File: src/hw/rtl/cll_pkg.sv
// shared types, constants and helpers for the combination lock
`timescale 1ns / 1ps

package cll_pkg;

   // digits per entry and derived widths
   localparam int CODE_LENGTH = 4;
   localparam int CNT_W       = $clog2(CODE_LENGTH + 1);
   localparam int DIGIT_W     = 3;
   localparam int TIMER_W     = 16;
   localparam int ERR_W       = 2;
   localparam int CSR_IDX_W   = 2;
   localparam int CSR_DATA_W  = 16;

   // event kinds carried by a transaction
   typedef enum logic [1:0] {
      MODE_KEY    = 2'd0,
      MODE_CHANGE = 2'd1,
      MODE_TICK   = 2'd2,
      MODE_IDLE   = 2'd3
   } mode_type;

   // configuration register indexes
   typedef enum logic [CSR_IDX_W-1:0] {
      CSR_ENTRY_TIMEOUT = 2'd0,
      CSR_GRACE         = 2'd1,
      CSR_LOCKOUT       = 2'd2,
      CSR_MAX_ERRORS    = 2'd3
   } csr_idx_type;

   localparam logic [DIGIT_W-1:0] DIGIT_MIN = 3'd1;
   localparam logic [DIGIT_W-1:0] DIGIT_MAX = 3'd4;
   localparam logic [ERR_W-1:0]   ERR_SAT   = 2'd3;

   localparam logic [TIMER_W-1:0] ENTRY_TIMEOUT_RST = 16'd10;
   localparam logic [TIMER_W-1:0] GRACE_RST         = 16'd60;
   localparam logic [TIMER_W-1:0] LOCKOUT_RST       = 16'd300;
   localparam logic [ERR_W-1:0]   MAX_ERRORS_RST    = 2'd3;

   typedef logic [DIGIT_W-1:0] code_type [CODE_LENGTH];

   // factory code 1,2,3,4 repeating
   function automatic logic [DIGIT_W-1:0] default_digit(input int pos);
      logic [1:0] sel;
      sel = 2'(pos);
      return DIGIT_W'({1'b0, sel} + 3'd1);
   endfunction

   // timer step: true when the advanced count reaches the limit
   function automatic logic timer_expires(input logic [TIMER_W-1:0] count,
                                          input logic [TIMER_W-1:0] limit);
      logic [TIMER_W:0] nxt;
      nxt = {1'b0, count} + 1'b1;
      return nxt >= {1'b0, limit};
   endfunction

endpackage

File: src/hw/rtl/combination_lock_with_lockout.sv
// keypad combination lock with error count and lockout
// a request is held in the input register, and its response is then held in the response register
// throughput: one event per cycle while the response channel is not stalled; input register and
//    response register each hold one transaction and move whenever the next stage is free
// reset: synchronous active-high; code returns to 1,2,3,4, lock closed, all timers idle,
//    configuration back to timeout 10, grace 60, lockout 300, max errors 3
`timescale 1ns / 1ps

module combination_lock_with_lockout (
   input  logic                                clock,
   input  logic                                reset,
   // request channel
   input  logic                                req_valid,
   output logic                                req_stall,
   input  logic [1:0]                          req_mode,
   input  logic [cll_pkg::DIGIT_W-1:0]         req_digit,
   // response channel
   output logic                                rsp_valid,
   input  logic                                rsp_stall,
   output logic                                rsp_lock_open,
   output logic                                rsp_wrong_entry,
   output logic                                rsp_code_changed,
   output logic                                rsp_locked_out,
   output logic                                rsp_change_pending,
   output logic [1:0]                          rsp_entry_count,
   // configuration write port
   input  logic                                csr_we,
   input  logic [cll_pkg::CSR_IDX_W-1:0]       csr_index,
   input  logic [cll_pkg::CSR_DATA_W-1:0]      csr_wdata
);

   // configuration registers
   logic [cll_pkg::TIMER_W-1:0] cfg_entry_to_ff;
   logic [cll_pkg::TIMER_W-1:0] cfg_grace_ff;
   logic [cll_pkg::TIMER_W-1:0] cfg_lockout_ff;
   logic [cll_pkg::ERR_W-1:0]   cfg_max_err_ff;

   // input register
   logic                          in_valid_ff;
   cll_pkg::mode_type             in_mode_ff;
   logic [cll_pkg::DIGIT_W-1:0]   in_digit_ff;

   // lock state
   cll_pkg::code_type             code_ff,    code_in;
   cll_pkg::code_type             entry_ff,   entry_in;
   logic [cll_pkg::CNT_W-1:0]     cnt_ff,     cnt_in;
   logic [cll_pkg::TIMER_W-1:0]   ent_tmr_ff, ent_tmr_in;
   logic                          ent_act_ff, ent_act_in;
   logic                          chg_ff,     chg_in;
   logic                          lock_ff,    lock_in;
   logic [cll_pkg::ERR_W-1:0]     err_ff,     err_in;
   logic [cll_pkg::TIMER_W-1:0]   grc_tmr_ff, grc_tmr_in;
   logic                          grc_act_ff, grc_act_in;
   logic [cll_pkg::TIMER_W-1:0]   lko_tmr_ff, lko_tmr_in;
   logic                          lko_act_ff, lko_act_in;

   // response register
   logic                          rsp_valid_ff;
   logic                          wrong_ff, wrong_in;
   logic                          changed_ff, changed_in;

   logic                          advance;
   logic                          digit_ok;
   logic                          match;
   logic [cll_pkg::ERR_W-1:0]     err_limit;
   logic [cll_pkg::CNT_W-1:0]     cnt_inc;

   // the event in the input register moves to the response register when that is free
   assign advance   = in_valid_ff && (!rsp_valid_ff || !rsp_stall);
   assign req_stall = in_valid_ff && !advance;

   assign digit_ok  = (in_digit_ff >= cll_pkg::DIGIT_MIN) && (in_digit_ff <= cll_pkg::DIGIT_MAX);
   // zero max_errors acts as one
   assign err_limit = (cfg_max_err_ff == '0) ? cll_pkg::ERR_W'(1) : cfg_max_err_ff;
   assign cnt_inc   = cll_pkg::CNT_W'(cnt_ff + 1'b1);

   // next state for one event
   always_comb begin
      code_in    = code_ff;
      entry_in   = entry_ff;
      cnt_in     = cnt_ff;
      ent_tmr_in = ent_tmr_ff;
      ent_act_in = ent_act_ff;
      chg_in     = chg_ff;
      lock_in    = lock_ff;
      err_in     = err_ff;
      grc_tmr_in = grc_tmr_ff;
      grc_act_in = grc_act_ff;
      lko_tmr_in = lko_tmr_ff;
      lko_act_in = lko_act_ff;
      wrong_in   = 1'b0;
      changed_in = 1'b0;
      match      = 1'b1;

      unique case (in_mode_ff)
         cll_pkg::MODE_KEY: begin
            if (!lko_act_ff && digit_ok) begin
               // first digit starts the entry timer
               if (cnt_ff == '0) begin
                  ent_tmr_in = '0;
                  ent_act_in = 1'b1;
               end
               for (int i = 0; i < cll_pkg::CODE_LENGTH; i++) begin
                  if (cnt_ff == cll_pkg::CNT_W'(i)) entry_in[i] = in_digit_ff;
               end
               cnt_in = cnt_inc;
               if (cnt_inc == cll_pkg::CNT_W'(cll_pkg::CODE_LENGTH)) begin
                  // full entry: store new code or compare against stored one
                  for (int i = 0; i < cll_pkg::CODE_LENGTH; i++) begin
                     if (entry_in[i] != code_ff[i]) match = 1'b0;
                  end
                  if (chg_ff) begin
                     code_in    = entry_in;
                     chg_in     = 1'b0;
                     changed_in = 1'b1;
                  end else if (match) begin
                     lock_in = !lock_ff;
                  end else begin
                     wrong_in = 1'b1;
                     if (err_ff != cll_pkg::ERR_SAT) err_in = err_ff + 1'b1;
                     // grace window opens only on the first error
                     if (!grc_act_ff) begin
                        grc_act_in = 1'b1;
                        grc_tmr_in = '0;
                     end
                     if (err_in >= err_limit) begin
                        grc_act_in = 1'b0;
                        grc_tmr_in = '0;
                        lko_act_in = 1'b1;
                        lko_tmr_in = '0;
                     end
                  end
                  for (int i = 0; i < cll_pkg::CODE_LENGTH; i++) entry_in[i] = '0;
                  cnt_in     = '0;
                  ent_tmr_in = '0;
                  ent_act_in = 1'b0;
               end
            end
         end
         cll_pkg::MODE_CHANGE: begin
            // discard partial entry and arm code change
            if (!lko_act_ff) begin
               for (int i = 0; i < cll_pkg::CODE_LENGTH; i++) entry_in[i] = '0;
               cnt_in     = '0;
               ent_tmr_in = '0;
               ent_act_in = 1'b0;
               chg_in     = 1'b1;
            end
         end
         cll_pkg::MODE_TICK: begin
            if (ent_act_ff) begin
               if (cll_pkg::timer_expires(ent_tmr_ff, cfg_entry_to_ff)) begin
                  for (int i = 0; i < cll_pkg::CODE_LENGTH; i++) entry_in[i] = '0;
                  cnt_in     = '0;
                  ent_tmr_in = '0;
                  ent_act_in = 1'b0;
               end else begin
                  ent_tmr_in = ent_tmr_ff + 1'b1;
               end
            end
            if (grc_act_ff) begin
               if (cll_pkg::timer_expires(grc_tmr_ff, cfg_grace_ff)) begin
                  grc_act_in = 1'b0;
                  grc_tmr_in = '0;
                  err_in     = '0;
               end else begin
                  grc_tmr_in = grc_tmr_ff + 1'b1;
               end
            end
            if (lko_act_ff) begin
               if (cll_pkg::timer_expires(lko_tmr_ff, cfg_lockout_ff)) begin
                  lko_act_in = 1'b0;
                  lko_tmr_in = '0;
                  err_in     = '0;
               end else begin
                  lko_tmr_in = lko_tmr_ff + 1'b1;
               end
            end
         end
         cll_pkg::MODE_IDLE: begin
            // no effect
         end
         default: begin
         end
      endcase
   end

   // configuration registers
   always_ff @(posedge clock) begin
      if (reset) begin
         cfg_entry_to_ff <= cll_pkg::ENTRY_TIMEOUT_RST;
         cfg_grace_ff    <= cll_pkg::GRACE_RST;
         cfg_lockout_ff  <= cll_pkg::LOCKOUT_RST;
         cfg_max_err_ff  <= cll_pkg::MAX_ERRORS_RST;
      end else if (csr_we) begin
         unique case (cll_pkg::csr_idx_type'(csr_index))
            cll_pkg::CSR_ENTRY_TIMEOUT: cfg_entry_to_ff <= csr_wdata;
            cll_pkg::CSR_GRACE:         cfg_grace_ff    <= csr_wdata;
            cll_pkg::CSR_LOCKOUT:       cfg_lockout_ff  <= csr_wdata;
            cll_pkg::CSR_MAX_ERRORS:    cfg_max_err_ff  <= csr_wdata[cll_pkg::ERR_W-1:0];
            default: begin
            end
         endcase
      end
   end

   // input register control
   always_ff @(posedge clock) begin
      if (reset) begin
         in_valid_ff <= 1'b0;
      end else if (!req_stall) begin
         in_valid_ff <= req_valid;
      end
   end

   // input register payload
   always_ff @(posedge clock) begin
      if (req_valid && !req_stall) begin
         in_mode_ff  <= cll_pkg::mode_type'(req_mode);
         in_digit_ff <= req_digit;
      end
   end

   // lock state, updated once per event in order
   always_ff @(posedge clock) begin
      if (reset) begin
         for (int i = 0; i < cll_pkg::CODE_LENGTH; i++) begin
            code_ff[i]  <= cll_pkg::default_digit(i);
            entry_ff[i] <= '0;
         end
         cnt_ff     <= '0;
         ent_tmr_ff <= '0;
         ent_act_ff <= 1'b0;
         chg_ff     <= 1'b0;
         lock_ff    <= 1'b0;
         err_ff     <= '0;
         grc_tmr_ff <= '0;
         grc_act_ff <= 1'b0;
         lko_tmr_ff <= '0;
         lko_act_ff <= 1'b0;
      end else if (advance) begin
         code_ff    <= code_in;
         entry_ff   <= entry_in;
         cnt_ff     <= cnt_in;
         ent_tmr_ff <= ent_tmr_in;
         ent_act_ff <= ent_act_in;
         chg_ff     <= chg_in;
         lock_ff    <= lock_in;
         err_ff     <= err_in;
         grc_tmr_ff <= grc_tmr_in;
         grc_act_ff <= grc_act_in;
         lko_tmr_ff <= lko_tmr_in;
         lko_act_ff <= lko_act_in;
      end
   end

   // response register control
   always_ff @(posedge clock) begin
      if (reset) begin
         rsp_valid_ff <= 1'b0;
      end else if (advance) begin
         rsp_valid_ff <= 1'b1;
      end else if (!rsp_stall) begin
         rsp_valid_ff <= 1'b0;
      end
   end

   // per-event flags; the rest of the response is the state register itself
   always_ff @(posedge clock) begin
      if (advance) begin
         wrong_ff   <= wrong_in;
         changed_ff <= changed_in;
      end
   end

   assign rsp_valid          = rsp_valid_ff;
   assign rsp_lock_open      = lock_ff;
   assign rsp_wrong_entry    = wrong_ff;
   assign rsp_code_changed   = changed_ff;
   assign rsp_locked_out     = lko_act_ff;
   assign rsp_change_pending = chg_ff;
   assign rsp_entry_count    = 2'(cnt_ff);

endmodule

File: config.mk
export PLATFORM = sky130hd
export DESIGN_NAME = combination_lock_with_lockout
export DESIGN_NICKNAME = d
export VERILOG_FILES = /design/src/hw/rtl/cll_pkg.sv /design/src/hw/rtl/combination_lock_with_lockout.sv
export SDC_FILE = /design/constraint.sdc
export NUM_CORES = 1
export LEC_CHECK = 0
export ABC_AREA = 1
export BUFFER_PORTS_ARGS = -buffer_cell sky130_fd_sc_hd__clkbuf_2
export CORE_ASPECT_RATIO = 0.9
export CORE_MARGIN = 5
export CORE_UTILIZATION = 45
export CTS_BUF_LIST = sky130_fd_sc_hd__clkbuf_4 sky130_fd_sc_hd__clkbuf_8
export DETAILED_ROUTE_END_ITERATION = 7
export GPL_ROUTABILITY_DRIVEN = 0
export PLACE_DENSITY_LB_ADDON = 0.12
export SKIP_LAST_GASP = 1
export SYNTH_ARGS = -nofsm -noshare
export SYNTH_HDL_FRONTEND = slang
export SYNTH_SLANG_ARGS = --single-unit
File: constraint.sdc
create_clock -name clock -period 3.5 [get_ports clock]
set_input_delay 0.35 -clock clock [delete_from_list [all_inputs] [get_ports clock]]
set_output_delay 0.35 -clock clock [all_outputs]
set_load 0.01 [all_outputs]
==> flow_summary.json <==
{
  "grt_busiest_layer": "met1",
  "finalClockSkew_ns": 0.0186,
  "ys_async_sr_fraction_pct": 0,
  "multi_input_area_um2": 4670,
  "first_global_vias": 6905,
  "use_met1_pct": 29.0,
  "fillers": 1893,
  "yosys-top-cells-area": "dfxtp_1 32%, nand2_1 12%, ha_1 9.3%",
  "worst_slew_pin_slew_ns": 0.931,
  "ir_drop_mv": 0.236,
  "synth_nets": 1321,
  "status": "complete, no violations",
  "arrival_ns": 3.63,
  "diodes": 0,
  "htree_levels": 4,
  "ff_latch_area_um2": 2900,
  "antenna_found_initial": 0,
  "vias": 7545,
  "syn_inst": 1230,
  "nets": 1346,
  "rr_endpoint": "grc_tmr_ff[6]",
  "cp-end-kind": "register",
  "overflow": 0,
  "whs_path_depth": 1,
  "synth_enable_flop_cells": 7,
  "seq_area_frac_synth_pct": 34.2,
  "finalSetupTns_ns": 0,
  "power.density_nw_per_um2": 383,
  "final-setup-viol-count": 0,
  "start_util_pct": 45.8,
  "path_class": "register to register",
  "grt_max_degree": 44,
  "grt_pass1_wl_um": 34700,
  "grt_usage_pct": 19.5,
  "power.leakage_uw": 0.00422,
  "numPortBuffers": 36,
  "post-route-drc-count": 0,
  "fin_crit_ns": 3.26,
  "cts_setup_buffers": 0,
  "synth_area_per_cell_um2": 6.88,
  "finalMaxSlewViolations": 0,
  "ctsLongestPathBuffers": 2,
  "drive_above_1_share_pct": 10.1,
  "rows": 47,
  "syn_area_um2": 8460,
  "drtIter0Drc": 557,
  "met3_usage_pct": 3.79,
  "r2r-start": "grc_tmr_ff[0]",
  "hold_buffers": 0,
  "cap_violations": 0,
  "slew_headroom_pct": 37.8,
  "cts_tree": "built",
  "clkLatencyLatePin_ns": 0.45,
  "holdPathEnd": "in_digit_ff[1]",
  "synth_most_common_cell": "nand2_1",
  "synth_cell_types": 46,
  "die_h_um": 140,
  "min-delay-path-class": "input port to register",
  "synth_top_area_share_pct": 31.7,
  "max_freq_ghz": 0.306,
  "via_per_inst": 4.99,
  "synth-seq-cells": 141,
  "r2r_cells": 18,
  "syn2layout_area_growth_pct": 10.2,
  "hold_slack_ns": 0.0804,
  "ys_warn_count": 0,
  "worstSetupStartpointType": "register",
  "fin_crit_sh_pct": 93.2,
  "drt.antenna.violating_nets": 0,
  "post_cts_resized": 0,
  "dp_hpwl_um": 15200,
  "setup_slack_ns": 0.236,
  "root_buffer": "clkbuf_8",
  "fp.coreArea_um2": 18500,
  "hp-start": "req_digit[1]",
  "clock-sinks": 141,
  "yosysTopAreaCell": "dfxtp_1",
  "wl_per_cell_um": 13.7,
  "crit_path_max_fanout": 14,
  "worst_ep_required_time_ns": 3.87,
  "io_pins": 37,
  "die_w_um": 155,
  "drtPass1Iterations": 7,
  "routed_wirelength_um": 20700,
  "synth_commonest_cells": "279 x nand2_1, 193 x inv_1, 134 x dfxtp_1, 122 x a21oi_1, 111 x nor2_1",
  "path_clk_slew_ns": 0.08,
  "die-area_um2": 21600,
  "numCtsBuffers": 17,
  "hold_violations": 0,
  "r2r_slack_ns": 0.24,
  "grtUsageMet2_pct": 29.0,
  "ys.flop_type": "dfxtp_1",
  "place_worst_setup_slack_ns": 0.193
}
## layout by cell type, fill, tap and decap left out, types with 3 or more instances in the layout
cell / n
clkbuf_4: 5
nor3_2: 3
nor2_2: 10
a21oi_1: 122
nor2_1: 105
xor2_1: 30
o21ai_1: 6
nand3_2: 5
inv_1: 191
nand2_1: 275
nor3_1: 13
buf_4: 8
inv_2: 7
ha_1: 63
o21ai_0: 82
xnor2_1: 7
nand2_2: 7
clkbuf_2: 36
edfxtp_1: 7
nand3_1: 47
bufinv_16: 3
o211ai_1: 15
dfxtp_1: 132
nand2_4: 3
nor2_4: 4
nand4_1: 28
clkbuf_8: 21
nor4_1: 5
## flip-flops by register name, indices dropped and copies added, names as in the netlist
register            count
rsp_locked_out          1
ent_act_ff              1
in_digit_ff             3
cfg_lockout_ff         16
cfg_max_err_ff          2
cnt_ff                  3
grc_tmr_ff             16
cfg_grace_ff           16
rsp_change_pending      1
rsp_code_changed        1
in_valid_ff             1
in_mode_ff              2
entry_ff               12
err_ff                  2
code_ff                12
lko_tmr_ff             16
ent_tmr_ff             16
cfg_entry_to_ff        16
rsp_valid               1
rsp_wrong_entry         1
grc_act_ff              1
rsp_lock_open           1
## routing by layer
metal | vias to the layer above | share of wire (%)
met5 | - | 0
met3 | 20 | 4.1
met1 | 3392 | 52
li1 | 4009 | -
met4 | 0 | 1.1
met2 | 124 | 43
## where the power goes
group          switching [uW]  internal, uW  leakage, uW  total, uW
clock                     627           820     0.000224       1450
combinational             289           134      0.00284        423
sequential               27.2          1670      0.00116       1700
total                     942          2620      0.00422       3570
## how the worst max path moves through the flow
stage | from | end | slack, ns
finish | grc_tmr_ff[0] | grc_tmr_ff[6] | 0.24
CTS | lko_tmr_ff[0] | lko_tmr_ff[7] | 0.15
detailed placement | lko_tmr_ff[0] | lko_tmr_ff[5] | 0.19
global placement | lko_tmr_ff[0] | lko_tmr_ff[5] | 0.25
floorplan | lko_tmr_ff[0] | lko_tmr_ff[0] | 0.55
global route | lko_tmr_ff[0] | lko_tmr_ff[13] | -0.04
## area by class of cell
type / count / share of cell area (%)
Clock buffer: 26 / 3.50
Clock inverter: 6 / 1.15
Inverter: 199 / 8.04
Multi-Input combinational cell: 851 / 50.1
Sequential cell: 141 / 31.1
Tap cell: 245 / 3.29
Timing Repair Buffer: 45 / 2.79
## kinds of logic after synthesis
family,Yosys count,synth area share (%)
AND/OR/NAND/NOR,514,26.6
buffers and inverters,238,11.0
AO/OA/AOI/OAI,237,15.1
flip-flops,141,34.2
adder cells (fa/ha/maj),63,9.32
XOR/XNOR,37,3.83
## worst max-delay path: stages, from the launching register on
cell	delay [ns]
dfxtp_1	0.40
ha_1	0.23
nand3_2	0.14
nor3_4	0.25
nand3_1	0.17
nor3_1	0.21
xnor2_1	0.15
inv_1	0.07
ha_1	0.32
nand4_1	0.14
nor2_1	0.07
nand3_2	0.09
nor2_1	0.06
buf_4	0.14
nor2_4	0.27
nand4_1	0.15
nor2_1	0.11
nand2_1	0.07
a21oi_1	0.14
## per-stage QoR
step                power, uW  util [%]  cells  instance area [um2]
finish                   3570      50.5   1513                 9320
global route             3760      50.5   1513                 9320
CTS                      3600      50.2   1513                 9280
detailed placement       2150      47.9   1481                 8840
global placement         2150      47.9   1481                 8840
floorplan                2030         -   1230                 8460
No activity file was read; power rests on OpenSTA's default activity.
